<file path="config.mk">
export PLATFORM = sky130hd
export DESIGN_NAME = directional_nearest_rectangle
export DESIGN_NICKNAME = d
export VERILOG_FILES = /design/src/rtl/dnr_pkg.sv /design/src/rtl/dnr_cfg.sv /design/src/rtl/dnr_dist.sv /design/src/rtl/dnr_best.sv /design/src/rtl/directional_nearest_rectangle.sv
export SDC_FILE = /design/constraint.sdc
export NUM_CORES = 1
export LEC_CHECK = 0
export BUFFER_PORTS_ARGS = -buffer_cell sky130_fd_sc_hd__buf_2
export CAP_MARGIN = 20
export CORE_ASPECT_RATIO = 1.4
export CORE_MARGIN = 4
export CORE_UTILIZATION = 51
export DETAILED_ROUTE_END_ITERATION = 16
export PLACE_DENSITY_LB_ADDON = 0.3
export SYNTH_ARGS = -nofsm -noshare
export SYNTH_HDL_FRONTEND = slang
export SYNTH_SLANG_ARGS = --single-unit
</file>
<file path="constraint.sdc">
create_clock -name clk -period 17.2 [get_ports clk]
set_input_delay 1.72 -clock clk [delete_from_list [all_inputs] [get_ports clk]]
set_output_delay 1.72 -clock clk [all_outputs]
set_load 0.02 [all_outputs]
</file>
<file path="src/rtl/dnr_pkg.sv">
// Shared types and constants for the directional nearest rectangle search.
package dnr_pkg;

  // Field widths.
  localparam int COORD_BITS     = 14;
  localparam int ID_BITS        = 8;
  localparam int DIR_BITS       = 2;
  localparam int CFG_IDX_BITS   = 3;
  localparam int CFG_DATA_BITS  = COORD_BITS;

  // A doubled centre (2*x + w) needs two bits more than a coordinate.
  localparam int GAP_BITS       = COORD_BITS + 2;
  // along * 256 + across * 77 fits in this many bits.
  localparam int DIST_BITS      = COORD_BITS + 11;
  localparam int ACROSS_WEIGHT  = 77;

  // Candidates past this count within one search are ignored for the minimum.
  localparam int MAX_CANDIDATES = 256;
  localparam int CNT_BITS       = $clog2(MAX_CANDIDATES + 1);

  typedef logic [COORD_BITS-1:0] coord_t;
  typedef logic [ID_BITS-1:0]    id_t;
  typedef logic [DIST_BITS-1:0]  dist_t;
  typedef logic [GAP_BITS-1:0]   gap_t;

  // Search side.
  typedef enum logic [DIR_BITS-1:0] {
    DIR_LEFT  = 2'd0,
    DIR_RIGHT = 2'd1,
    DIR_UP    = 2'd2,
    DIR_DOWN  = 2'd3
  } dir_t;

  // Configuration register indexes.
  typedef enum logic [CFG_IDX_BITS-1:0] {
    REG_FOCUS_X   = 3'd0,
    REG_FOCUS_Y   = 3'd1,
    REG_FOCUS_W   = 3'd2,
    REG_FOCUS_H   = 3'd3,
    REG_FOCUS_ID  = 3'd4,
    REG_DIRECTION = 3'd5
  } cfg_idx_t;

  // Current focus settings.
  typedef struct packed {
    coord_t x;
    coord_t y;
    coord_t w;
    coord_t h;
    id_t    id;
    dir_t   dir;
  } focus_t;

  // One scored candidate on its way to the running minimum.
  typedef struct packed {
    logic  qual;
    dist_t metric;
    id_t   id;
    logic  last;
  } score_t;

endpackage

</file>
<file path="src/rtl/dnr_cfg.sv">
// Configuration registers holding the focused rectangle and search side.
module dnr_cfg (
  input  logic                                 clk,
  input  logic                                 rst_n,
  input  logic                                 cfg_valid,
  output logic                                 cfg_ready,
  input  logic [dnr_pkg::CFG_IDX_BITS-1:0]     cfg_index,
  input  logic [dnr_pkg::CFG_DATA_BITS-1:0]    cfg_data,
  output dnr_pkg::focus_t                      focus
);
  import dnr_pkg::*;

  focus_t focus_r;
  focus_t focus_nxt;

  // Writes are always taken.
  assign cfg_ready = 1'b1;

  // Decode the register index; unknown indexes leave everything as is.
  always_comb begin
    focus_nxt = focus_r;
    if (cfg_valid) begin
      case (cfg_idx_t'(cfg_index))
        REG_FOCUS_X:   focus_nxt.x   = cfg_data[COORD_BITS-1:0];
        REG_FOCUS_Y:   focus_nxt.y   = cfg_data[COORD_BITS-1:0];
        REG_FOCUS_W:   focus_nxt.w   = cfg_data[COORD_BITS-1:0];
        REG_FOCUS_H:   focus_nxt.h   = cfg_data[COORD_BITS-1:0];
        REG_FOCUS_ID:  focus_nxt.id  = cfg_data[ID_BITS-1:0];
        REG_DIRECTION: focus_nxt.dir = dir_t'(cfg_data[DIR_BITS-1:0]);
        default:       focus_nxt     = focus_r;
      endcase
    end
  end

  always_ff @(posedge clk) begin
    if (!rst_n) begin
      focus_r <= '0;
    end else begin
      focus_r <= focus_nxt;
    end
  end

  assign focus = focus_r;

endmodule

</file>
<file path="src/rtl/dnr_dist.sv">
// Input register and distance stage: side test and weighted centre distance.
module dnr_dist (
  input  logic                             clk,
  input  logic                             rst_n,
  input  logic                             in_valid,
  output logic                             in_ready,
  input  logic [dnr_pkg::ID_BITS-1:0]      in_cand_id,
  input  logic [dnr_pkg::COORD_BITS-1:0]   in_cand_x,
  input  logic [dnr_pkg::COORD_BITS-1:0]   in_cand_y,
  input  logic [dnr_pkg::COORD_BITS-1:0]   in_cand_w,
  input  logic [dnr_pkg::COORD_BITS-1:0]   in_cand_h,
  input  logic                             in_last_cand,
  input  dnr_pkg::focus_t                  focus,
  output logic                             score_valid,
  input  logic                             score_ready,
  output dnr_pkg::score_t                  score
);
  import dnr_pkg::*;

  // Input stage registers.
  logic   s1_valid_r, s1_valid_nxt;
  id_t    s1_id_r;
  coord_t s1_x_r, s1_y_r, s1_w_r, s1_h_r;
  logic   s1_last_r;

  logic in_take;

  logic [COORD_BITS:0] cand_right, cand_bottom, focus_right, focus_bottom;
  logic  side;
  gap_t  fcx, fcy, ccx, ccy, gx, gy, along, across;
  dist_t metric;

  // Flow control: the input register frees up when it is empty or its candidate is scored.
  assign in_ready = !s1_valid_r || score_ready;
  assign in_take  = in_valid && in_ready;

  assign s1_valid_nxt = in_take ? 1'b1 : (score_ready ? 1'b0 : s1_valid_r);

  // Side test against the focused rectangle's edges.
  always_comb begin
    cand_right   = {1'b0, s1_x_r} + {1'b0, s1_w_r};
    cand_bottom  = {1'b0, s1_y_r} + {1'b0, s1_h_r};
    focus_right  = {1'b0, focus.x} + {1'b0, focus.w};
    focus_bottom = {1'b0, focus.y} + {1'b0, focus.h};
    case (focus.dir)
      DIR_LEFT:  side = cand_right <= {1'b0, focus.x};
      DIR_RIGHT: side = {1'b0, s1_x_r} >= focus_right;
      DIR_UP:    side = cand_bottom <= {1'b0, focus.y};
      DIR_DOWN:  side = {1'b0, s1_y_r} >= focus_bottom;
      default:   side = 1'b0;
    endcase
  end

  // Doubled centre gaps and the weighted distance.
  always_comb begin
    fcx = {1'b0, focus.x, 1'b0} + {2'b00, focus.w};
    fcy = {1'b0, focus.y, 1'b0} + {2'b00, focus.h};
    ccx = {1'b0, s1_x_r, 1'b0} + {2'b00, s1_w_r};
    ccy = {1'b0, s1_y_r, 1'b0} + {2'b00, s1_h_r};
    gx  = (fcx >= ccx) ? (fcx - ccx) : (ccx - fcx);
    gy  = (fcy >= ccy) ? (fcy - ccy) : (ccy - fcy);
    if (focus.dir == DIR_LEFT || focus.dir == DIR_RIGHT) begin
      along  = gx;
      across = gy;
    end else begin
      along  = gy;
      across = gx;
    end
    metric = {1'b0, along, 8'h00}
           + (DIST_BITS'(across) * DIST_BITS'(ACROSS_WEIGHT));
  end

  // Scored candidate handed straight to the running minimum.
  always_comb begin
    score.qual   = side && (s1_id_r != focus.id);
    score.metric = metric;
    score.id     = s1_id_r;
    score.last   = s1_last_r;
  end

  // Valid flag.
  always_ff @(posedge clk) begin
    if (!rst_n) begin
      s1_valid_r <= 1'b0;
    end else begin
      s1_valid_r <= s1_valid_nxt;
    end
  end

  // Payload registers.
  always_ff @(posedge clk) begin
    if (in_take) begin
      s1_id_r   <= in_cand_id;
      s1_x_r    <= in_cand_x;
      s1_y_r    <= in_cand_y;
      s1_w_r    <= in_cand_w;
      s1_h_r    <= in_cand_h;
      s1_last_r <= in_last_cand;
    end
  end

  assign score_valid = s1_valid_r;

endmodule

</file>
<file path="src/rtl/dnr_best.sv">
// Running minimum over one search and the result register.
module dnr_best (
  input  logic                         clk,
  input  logic                         rst_n,
  input  logic                         score_valid,
  output logic                         score_ready,
  input  dnr_pkg::score_t              score,
  output logic                         out_valid,
  input  logic                         out_ready,
  output logic                         out_found,
  output logic [dnr_pkg::ID_BITS-1:0]  out_best_id
);
  import dnr_pkg::*;

  dist_t               best_metric_r, best_metric_nxt;
  id_t                 best_id_r, best_id_nxt;
  logic                have_r, have_nxt;
  logic [CNT_BITS-1:0] cnt_r, cnt_nxt;

  logic out_valid_r, out_valid_nxt;
  logic found_r, found_nxt;
  id_t  res_id_r, res_id_nxt;

  logic take;

  // A last candidate waits only if the result register is still occupied.
  assign score_ready = !score.last || !out_valid_r || out_ready;
  assign take        = score_valid && score_ready;

  // Update the running minimum; the earlier candidate wins a tie.
  always_comb begin
    best_metric_nxt = best_metric_r;
    best_id_nxt     = best_id_r;
    have_nxt        = have_r;
    cnt_nxt         = cnt_r;
    found_nxt       = found_r;
    res_id_nxt      = res_id_r;
    out_valid_nxt   = out_valid_r && !out_ready;
    if (take) begin
      if (cnt_r < CNT_BITS'(MAX_CANDIDATES)) begin
        cnt_nxt = cnt_r + 1'b1;
        if (score.qual && (!have_r || score.metric < best_metric_r)) begin
          best_metric_nxt = score.metric;
          best_id_nxt     = score.id;
          have_nxt        = 1'b1;
        end
      end
      if (score.last) begin
        out_valid_nxt   = 1'b1;
        found_nxt       = have_nxt;
        res_id_nxt      = have_nxt ? best_id_nxt : '0;
        best_metric_nxt = '1;
        best_id_nxt     = '0;
        have_nxt        = 1'b0;
        cnt_nxt         = '0;
      end
    end
  end

  // Search state and result valid.
  always_ff @(posedge clk) begin
    if (!rst_n) begin
      best_metric_r <= '1;
      best_id_r     <= '0;
      have_r        <= 1'b0;
      cnt_r         <= '0;
      out_valid_r   <= 1'b0;
    end else begin
      best_metric_r <= best_metric_nxt;
      best_id_r     <= best_id_nxt;
      have_r        <= have_nxt;
      cnt_r         <= cnt_nxt;
      out_valid_r   <= out_valid_nxt;
    end
  end

  // Result payload.
  always_ff @(posedge clk) begin
    found_r  <= found_nxt;
    res_id_r <= res_id_nxt;
  end

  assign out_valid   = out_valid_r;
  assign out_found   = found_r;
  assign out_best_id = res_id_r;

endmodule

</file>
<file path="src/rtl/directional_nearest_rectangle.sv">
// Top level of the directional nearest rectangle search.
// Candidates stream in at one request per clock while in_ready is high. Each
// is held in an input register, from which combinational side, distance and
// compare logic updates the running minimum and then the result register, and
// the next search's first candidate may follow the last one with no gap. The
// result register lets input continue while a result waits; only a second
// last candidate stalls the input behind an untaken result. The user must
// write focus and direction through the cfg_ port (always ready) only while
// no search is in flight; the block itself does not enforce this.
module directional_nearest_rectangle (
  input  logic                                clk,
  input  logic                                rst_n,
  input  logic                                cfg_valid,
  output logic                                cfg_ready,
  input  logic [dnr_pkg::CFG_IDX_BITS-1:0]    cfg_index,
  input  logic [dnr_pkg::CFG_DATA_BITS-1:0]   cfg_data,
  input  logic                                in_valid,
  output logic                                in_ready,
  input  logic [dnr_pkg::ID_BITS-1:0]         in_cand_id,
  input  logic [dnr_pkg::COORD_BITS-1:0]      in_cand_x,
  input  logic [dnr_pkg::COORD_BITS-1:0]      in_cand_y,
  input  logic [dnr_pkg::COORD_BITS-1:0]      in_cand_w,
  input  logic [dnr_pkg::COORD_BITS-1:0]      in_cand_h,
  input  logic                                in_last_cand,
  output logic                                out_valid,
  input  logic                                out_ready,
  output logic                                out_found,
  output logic [dnr_pkg::ID_BITS-1:0]         out_best_id
);
  import dnr_pkg::*;

  focus_t focus;
  score_t score;
  logic   score_valid;
  logic   score_ready;

  // Focus registers.
  dnr_cfg u_cfg (
    .clk       (clk),
    .rst_n     (rst_n),
    .cfg_valid (cfg_valid),
    .cfg_ready (cfg_ready),
    .cfg_index (cfg_index),
    .cfg_data  (cfg_data),
    .focus     (focus)
  );

  // Side test and distance.
  dnr_dist u_dist (
    .clk          (clk),
    .rst_n        (rst_n),
    .in_valid     (in_valid),
    .in_ready     (in_ready),
    .in_cand_id   (in_cand_id),
    .in_cand_x    (in_cand_x),
    .in_cand_y    (in_cand_y),
    .in_cand_w    (in_cand_w),
    .in_cand_h    (in_cand_h),
    .in_last_cand (in_last_cand),
    .focus        (focus),
    .score_valid  (score_valid),
    .score_ready  (score_ready),
    .score        (score)
  );

  // Running minimum and result.
  dnr_best u_best (
    .clk         (clk),
    .rst_n       (rst_n),
    .score_valid (score_valid),
    .score_ready (score_ready),
    .score       (score),
    .out_valid   (out_valid),
    .out_ready   (out_ready),
    .out_found   (out_found),
    .out_best_id (out_best_id)
  );

endmodule

</file>
== Word-level counts from Yosys, hierarchy flattened ==
Index checks and enable logic that the tools add are counted.

* Flip-flop bits (word level): 185
* Bits in latches: 0
* RAM bits: 0
* Bits in read-only memories: 0
* Input port bits: 87
* Output and inout bits: 12
* Word-level logic and storage cells: 102
* Memories kept: 0

* $add $sub $neg: 14
* $mul: 1
* Divide/modulo/power cells: 0
* Magnitude comparators: 8
* Equal/unequal tests: 9
* Shifts and indexed selects: 0
* Muxes and demuxes: 21
* Bitwise gates (word level): 0
* Reductions and logical operators: 29

{| class="wikitable"
|+ Operators with widths
! kind !! count
|-
| two-way mux 25 bit || 3
|-
| adder 15 x 14 -> 16 bit || 4
|-
| two-way mux 16 bit || 4
|-
| subtractor 16 bit || 4
|-
| adder 14 x 14 -> 15 bit || 4
|-
| greater-or-equal comparator 16 bit || 2
|-
| greater-or-equal comparator 14 x 15 -> 1 bit || 2
|-
| less-or-equal comparator 15 x 14 -> 1 bit || 2
|-
| adder 24 x 23 -> 25 bit || 1
|-
| less-than comparator 25 bit || 1
|-
| two-way mux 8 bit || 3
|-
| multiplier 16 x 7 -> 23 bit (second input constant) || 1
|-
| two-way mux 9 bit || 2
|-
| AND reduction 2 bit || 8
|-
| adder 9 x 1 -> 9 bit (second input constant) || 1
|-
| less-than comparator 9 bit (second input constant) || 1
|-
| two-way mux 1 bit || 8
|-
| inequality test 8 bit || 1
|-
| equality test 3 x 2 -> 1 bit (second input constant) || 2
|-
| equality test 3 bit (second input constant) || 2
|-
| nonzero test 2 bit || 3
|-
| logical AND 1 bit || 5
|-
| zero test 1 bit || 5
|-
| logical OR 1 bit || 5
|-
| other kinds (7) || 8
|}

== Depth between registers and ports, before layout ==
Gate-level depths: netlist (run 1).

* Word-level depth: 13
* Mapped depth: 53
* Depth with buffers taken out: 48

== By module ==
Synthesis (run 1) repeated with hierarchy kept, for this count alone.

* Cells, all modules: 2,076
* Area, all modules: 18,617.9 um2

{| class="wikitable"
|+ Modules (own cells, without submodules)
! module !! times used !! cells an instance !! area an instance (um2) !! seq. area each (um2)
|-
| dnr_dist || 1 || 1,548 || 13,461.7 || 1,971.9
|-
| dnr_best || 1 || 291 || 2,721.4 || 1,151.1
|-
| dnr_cfg || 1 || 237 || 2,434.8 || 1,321.3
|}

== Least setup slack after synthesis (run 1) ==
OpenSTA, ideal clock, no wires.

* Path kind: reg2reg
* Start: register u_dist.s1_w_r[1]
* End: register u_best.best_metric_r[10]
* Library setup time: 129 ps
* Arrival time: 10,022 ps
* Data required time: 17,071 ps
* Setup slack: 7,049 ps
* Cell stages (with the launch flop): 49
* Path buffers: 4
* Clock period less this slack: 10,151 ps
* Path through: edfxtp_1 -> ha_1 -> fa_1 -> a21o_1 -> a21oi_1 -> o21bai_1 -> a21oi_1 -> o21bai_1 -> a21oi_1 -> o21ai_0 -> a21o_1 -> ha_1 -> clkbuf_1 -> and3_1 -> nand2_1 -> a2111o_1 -> nand3_2 -> buf_2 -> [13 not listed] -> o21a_1 -> o21ai_0 -> nand2b_1 -> and3_1 -> a221oi_1 -> o21bai_1 -> a21oi_1 -> xnor2_1 -> ha_1 -> nand4_1 -> nor2_1 -> a31oi_1 -> a31oi_1 -> nor3_1 -> clkbuf_1 -> nand3_1 -> buf_1 -> a2bb2oi_1

* Longest elaborated chain between the ends: 11
* Elaborated cells on any way between the ends: 21
* Those cells by class: add/sub: 5; mul: 1; order compare: 3; mux: 7; reduce/logical: 5

{| class="wikitable"
|+ Ends and longest elaborated chain
! what !! RTL line !! source
|-
| start, declared || dnr_dist.sv:23 || <nowiki>coord_t s1_x_r, s1_y_r, s1_w_r, s1_h_r;</nowiki>
|-
| start signal, assigned || dnr_dist.sv:96 || <nowiki>s1_w_r <= in_cand_w;</nowiki>
|-
| adder 15 x 14 -> 16 bit || dnr_dist.sv:58 || <nowiki>ccx = {1'b0, s1_x_r, 1'b0} + {2'b00, s1_w_r};</nowiki>
|-
| subtractor 16 bit / greater-or-equal comparator 16 bit (equally long branches) || dnr_dist.sv:60 || <nowiki>gx = (fcx >= ccx) ? (fcx - ccx) : (ccx - fcx);</nowiki>
|-
| two-way mux 16 bit || dnr_dist.sv:60 ||
|-
| two-way mux 16 bit || dnr_dist.sv:62 || <nowiki>if (focus.dir == DIR_LEFT || focus.dir == DIR_RIGHT) begin</nowiki>
|-
| multiplier 16 x 7 -> 23 bit || dnr_dist.sv:70 || <nowiki>+ (DIST_BITS'(across) * DIST_BITS'(ACROSS_WEIGHT));</nowiki>
|-
| adder 24 x 23 -> 25 bit || dnr_dist.sv:70 ||
|-
| less-than comparator 25 bit || dnr_best.sv:42 || <nowiki>if (score.qual && (!have_r || score.metric < best_metric_r)) begin</nowiki>
|-
| logical OR 1 bit || dnr_best.sv:42 ||
|-
| logical AND 1 bit || dnr_best.sv:42 ||
|-
| nonzero test 2 bit (no line) || - ||
|-
| AND reduction 3 bit (no line) || - ||
|-
| end signal, assigned || dnr_best.sv:69 || <nowiki>best_metric_r <= best_metric_nxt;</nowiki>
|-
| end, declared || dnr_best.sv:15 || <nowiki>dist_t best_metric_r, best_metric_nxt;</nowiki>
|}

Parallel ways exist; a longest one is shown, timed or not. The select of a mux whose other input is x is not followed.
A chain may end at the register's enable or synchronous reset.

== Final worst setup path (run 1) ==
* Start: register u_dist.s1_w_r[1]
* End: register u_best.best_metric_r[16]

Same word-level chain as after synthesis.

==> results.md, run 1 <==
* CTS root buffer: clkbuf_16
* Initial antenna violation count at 0
* Initial core utilization at 52.0%
* Final RePlAce weighted congestion at 0.940
* Async set-reset flop share out of synthesis at 0%
* # diodes at 0
* Die W at 170 µm
* # resized after CTS at 0
* Std-Cell Rows at roughly 80
* Startpoint Class: flop
* Status: complete, no violations
* Post-synthesis sequential area ratio at approximately a quarter
* Post-DP HPWL at approximately 40,000 µm
* Crit share post-route at 70.1%
* Final Hold Fails at 0
* Drt first pass iters at 6
* Critical path's most frequent cell: ha_1
* Clock Path Buffers at 2
* Pin count of the biggest net entering global routing at 74
* Starting DRT DRC Count at roughly 1,000
* CTS tree: done
* Vias in the first global route at 15.7k
* H-tree levels at 4
* Io pins at 99
* CP endpoint kind: flop
* Multi-input gate area at between 10,000 and 15,000 µm²
* Die H at 235 µm
* Die ar. at 39,900 µm²
* CP required at around 18 ns
* Core area at 36,000 µm²
* FF+latch count, synth at 185
* Worst-Margin Slew at 1.03 ns
* Count of cell types in the netlist at 81
* Clock-pin slew of the registers on the worst-case setup and hold paths at 0.08 ns
* RSZ-0062 raised after global routing: no
* Hold_buf cts at 0
* Worst skew pair latency at between 0.4 and 0.5 ns
* Final min period at 12.05 ns
* Crit path largest cell delay at 0.75 ns
* First-pass GRT wire length at 78,900 µm
* GR Util All Layers at 24.3%
* Total Routed Length at 48,500 µm
* Ys Warns at 0
* Max FO, Critical Path at 24
* DRC at 0
* IO buf count at 97
* Vias per cell at 5.78
* DR WL/cell at 17.9 µm
* Post-synth EDFFs at 74
* Post-Syn Instances at 2,165
* Slowest cell on crit path: nand3_1
* Final Net Count at 2,678
* Fillers at roughly 3.2k
* Inserted Clock Buffers at 17
* CTS sink cnt at approximately 190
* Remaining antenna violation count after routing at 0
* Sequential Area at roughly 4400 µm²
* Fin Setup TNS at 0 ns
* Top FF cell, synth: dfxtp_1
* Fraction of layout cells with a size suffix above 1 at 8.28%
* Syn nets at 2,610
* Setup Viol. Count Final at 0
* GR Overflow Total at 0
* CP arrival at 12.39 ns
* Area grow syn2layout at 8.27%
* Synthesized area at 18,700 µm²
* Worst rel slew slack at 31.2%
* Hold WC Path Type: flop to flop
* Synthesized area per cell at a little under 9 µm²
* Commonest cells after routing, fill and taps aside: ha_1, inv_1, nand2_1
* # Post-CTS Setup Buffers at 0
* Final Skew at 0.0157 ns
* Max-Cap Viols at 0
* Via count at 15.7k
* Final Max Slew Viols at 0
* Crit path kind: flop to flop
* Max frequency at 83.0 MHz
* Worst hold margin at 0.460 ns
* Most common cell after layout, fill and taps aside: ha_1
[cells in the mapped netlist (9+ instances only)]
cell type / n / share of area, %
nor3_1: 31 / 0.83
a211oi_1: 22 / 0.88
inv_1: 245 / 4.9
xor2_1: 55 / 2.6
a21boi_0: 71 / 2.8
dfxtp_1: 111 / 12
o21bai_1: 38 / 1.5
fa_1: 44 / 4.7
clkbuf_1: 43 / 0.86
xnor2_1: 108 / 5.1
a21oi_1: 155 / 4.1
o21ai_0: 97 / 2.6
nor2_1: 100 / 2.0
ha_1: 314 / 21
a2bb2oi_1: 22 / 1.0
nor2b_1: 31 / 1.0
a21o_1: 65 / 2.6
and3_1: 15 / 0.50
edfxtp_1: 74 / 12
nand2b_1: 19 / 0.63
nand2_1: 209 / 4.2
a31oi_1: 12 / 0.40
o21a_1: 24 / 0.96
mux2_2: 9 / 0.54
a22o_1: 9 / 0.42
nand3_1: 49 / 1.3
mux2i_1: 31 / 1.7
nand4_1: 18 / 0.60
[worst max-delay path, delay by kind of cell (launching register included)]
kind                     cells  cell delay [ns]
buffers and inverters        2             0.09
XOR/XNOR                     4             1.14
AO/OA/AOI/OAI               20             4.60
multiplexers                 2             0.61
flip-flops                   1             0.46
AND/OR/NAND/NOR              7             2.06
adder cells (fa/ha/maj)      8             2.96
[kinds of logic after synthesis]
| family | count (synthesis) | synth area share, % |
|---|---|---|
| AO/OA/AOI/OAI | 599 | 21.5 |
| XOR/XNOR | 163 | 7.62 |
| adder cells (fa/ha/maj) | 358 | 25.7 |
| buffers and inverters | 305 | 6.27 |
| flip-flops | 185 | 23.7 |
| multiplexers | 44 | 2.54 |
| other | 1 | 0.0200 |
| AND/OR/NAND/NOR | 510 | 12.6 |
[final cells by class]
class | instances | area share, %
repair buffers | 107 | 2.77
clock buffers | 18 | 2.17
multi-input cells | 1675 | 64.8
inverters | 247 | 4.57
flip-flops and latches | 185 | 21.9
clock inverters | 14 | 0.889
well taps | 462 | 2.85
[state kept, by name, indices dropped and copies added (netlist names), 8 cells and up]
| name | count |
|---|---|
| u_dist.s1_x_r | 14 |
| u_dist.s1_y_r | 14 |
| u_best.out_best_id | 8 |
| u_best.best_metric_r | 25 |
| u_dist.s1_id_r | 8 |
| u_best.cnt_r | 9 |
| u_dist.s1_w_r | 14 |
| u_dist.s1_h_r | 14 |
| u_cfg.focus | 66 |
| u_best.best_id_r | 8 |
[metal layers]
metal	vias to the layer above	GRT usage, %	wire length [µm]
li1	7771	-	-
met1	7422	29.7	20600
met2	369	43.1	24200
met3	91	2.62	1690
met4	0	10.1	2020
met5	-	0	0
[path summary, 6_finish.rpt]
path | startpoint | end | slack [ns] | cells after the start
max | u_dist.s1_w_r[1] | u_best.best_metric_r[16] | 5.15 | 43
min | u_best.best_metric_r[0] | u_best.best_metric_r[0] | 0.46 | 2
max reg2reg | u_dist.s1_w_r[1] | u_best.best_metric_r[16] | 5.15 | 43
min reg2reg | u_best.best_metric_r[0] | u_best.best_metric_r[0] | 0.46 | 2
[through the flow]
stage	area, µm²	setup WS (ns)	cells	utilization, %
6_report	20300	5.15	2708	56.3
5_1_grt	20300	4.16	2708	56.3
4_1_cts	20300	4.45	2707	56.3
3_5_place_dp	19600	4.49	2675	54.6
3_3_place_gp	19600	4.66	2674	54.5
2_1_floorplan	18700	7.05	2165	-
Power of run 1 is not shown: default switching activity piles up to over one toggle a cycle in this logic, so the estimate is an artifact.
==> run 2, diff against run 1 <==
Settings changed: ABC_AREA from default to 1.
Clock period 17.2 ns to 12.55 ns, I/O delays scaled along.
==> results.md, run 2 <==
* Starting DRT DRC Count at 1,008
* Final Skew at 0.0157 ns
* Startpoint Class: flop
* Clock Path Buffers at 2
* Design Area, Final at about 21,000 µm²
* Final RePlAce weighted congestion at between 0.9 and 1
* Clock-pin slew of the registers on the worst-case setup and hold paths at about 0.080 ns
* CP required at between 10 and 15 ns
* Initial antenna violation count at 0
* Share of Yosys cell area claimed by the top area cell type at 19.7%
* CTS sink cnt at 185
* Max FFs per register at 66
* Remaining antenna violation count after routing at 0
* # Post-CTS Setup Buffers at 0
* Area grow syn2layout at 7.74%
* Status: complete, no violations
* CP arrival at between 10 and 15 ns
* Std-Cell Rows at 85
* # resized after CTS at 0
* Synth top area cells: ha_1, dfxtp_1, edfxtp_1, nand2_1, inv_1
* Max-Cap Viols at 0
* Commonest cells after routing, fill and taps aside: nand2_1, inv_1, ha_1
* Pin count of the biggest net entering global routing at 93
* CTS root buffer: clkbuf_16
* DR WL/cell at 17.3 µm
* Top cell type by total area after synthesis: ha_1
* Post-Syn Instances at 2,707
* Worst-Margin Slew at between 0.9 and 1 ns
* GR Layer Usage met3 at 3.23%
* Synthesized area at 19,900 µm²
* Final Net Count at between 3k and 4k
* Final Hold Fails at 0
* Max FO, Critical Path at 25
* Mux contribution to synthesized area at 0%
* Post-synth EDFFs at 74
* First-pass GRT wire length at roughly 91,000 µm
* Die ar. at 42,300 µm²
* Finished Layout Cells at 3,313
* Count of cell types in the netlist at 53
* Cell Area, Placed at 20,800 µm²
* Top FF cell, synth: dfxtp_1
* Final min period at 10.64 ns
* CTS tree: done
* Synth Area in Compound Gates at 16.7%
* Inserted Clock Buffers at 17
* DRC at 0
* IO buf count at between 90 and 100
* Most common cell after layout, fill and taps aside: nand2_1
* Final Max Slew Viols at 0
* Drt first pass iters at 8
* GR Overflow Total at 0
* Synth cell count leaders: nand2_1, inv_1, ha_1
* Largest family of logic cells by synthesized area: adder cells
* Worst skew pair latency at about 0.48 ns
* Crit path kind: flop to flop
* Most common cell in the netlist: nand2_1
* Adder-cell share of the synthesized area at between 20 and 25%
* Via count at approximately 18k
* Ys Warns at 0
* Setup Viol. Count Final at 0
* Initial core utilization at between 50% and 60%
* Post-Synth XOR/XNOR Area at under 10%
* Fraction of layout cells with a size suffix above 1 at 7.09%
* Vias per cell at 5.42
* Io pins at 99
* # diodes at 0
* Vias in the first global route at 17.9k
* Post-Place Cells at 3,281
* Hold WC Path Type: flop to flop
* Crit share post-route at 84.8%
* Crit path largest cell delay at 0.53 ns
* Core area at approximately 38,000 µm²
* Worst rel slew slack at between 30% and 40%
* Fillers at 3,746
* Critical path's most frequent cell: nand2_1
* Met2 Usage GRT at 50.4%
* Hold_buf cts at 0
* GRT busiest layer: met2
* Total Routed Length at 57,300 µm
* Met1 GRT Util at a little under a third
* Die W at 175 µm
* Post-DP HPWL at 48,300 µm
* Max frequency at 94.0 MHz
* Die H at 242 µm
* H-tree levels at 4
* GR Util All Layers at a little over a quarter
* Synthesized area per cell at 7.36 µm²
* FF+latch count, synth at 185
* Slowest cell on crit path: fa_1
* Async set-reset flop share out of synthesis at 0%
* Post-synthesis sequential area ratio at between 20% and 30%
* Syn nets at 3,152
* Fin Setup TNS at 0 ns
* CP endpoint kind: flop
* Simple-gate portion of the synthesized area at 19.3%
* RSZ-0062 raised after global routing: no
[run 2: cell types whose count changed after synthesis, moves of 25 or more]
cell / delta
a21o_1: -51
mux2i_1: -31
xnor2_1: -63
a21boi_0: -68
inv_1: +192
nor2b_1: -31
nand2_1: +232
nand3_1: +94
xor2_1: +76
o21ai_0: +60
nor2_1: +117
a21oi_1: +121
o21ai_1: +25
[run 2: metrics by stage]
stage / util (%) / setup slack, ns / hold slack [ns]
after floorplan: - / 4.08 / 0.422
after global placement: 54.1 / 2.07 / 0.435
after detailed placement: 54.1 / 1.99 / 0.450
after CTS: 55.7 / 1.95 / 0.462
after global routing: 55.7 / 0.848 / 0.508
final: 55.7 / 1.91 / 0.466
[run 2: logic make-up after synthesis]
| kind of cell | after synthesis |
|---|---|
| AND/OR/NAND/NOR | 897 |
| AO/OA/AOI/OAI | 589 |
| buffers and inverters | 501 |
| adder cells (fa/ha/maj) | 358 |
| flip-flops | 185 |
| XOR/XNOR | 176 |
| other | 1 |
[run 2: area by class of cell]
type	instances	area [µm²]	share of cell area (%)
tap	522	653	3.04
clock inverter	15	204	0.950
sequential	185	4440	20.7
inverter	451	1690	7.89
timing repair buffer	102	523	2.44
clock buffer	17	425	1.98
multi-input combinational	2021	13500	63.0
[run 2: critical path, delay by kind of cell (launching register included)]
kind | cells | cell delay [ns]
AOI/OAI and AO/OA | 15 | 2.81
adders and majority gates | 8 | 3.14
buffers and inverters | 6 | 0.47
DFF | 1 | 0.47
and+or+nand+nor | 25 | 3.67
[run 2: metal layers]
layer / vias to the layer above / routed length, µm
met4: 0 / 2180
li1: 9125 / -
met3: 110 / 2060
met5: - / 0
met1: 8304 / 23100
met2: 401 / 30000
[run 2: worst paths after layout]
| kind | from | to | slack, ns | cells past startpoint |
|---|---|---|---|---|
| worst max-delay path | u_dist.s1_w_r[1] | u_best.best_metric_r[22] | 1.91 | 54 |
| worst min-delay path | u_best.cnt_r[7] | u_best.cnt_r[7] | 0.47 | 1 |
| worst max register to register | u_dist.s1_w_r[1] | u_best.best_metric_r[22] | 1.91 | 54 |
| worst min register to register | u_best.cnt_r[7] | u_best.cnt_r[7] | 0.47 | 1 |
Power of run 2 is left out for the same reason.
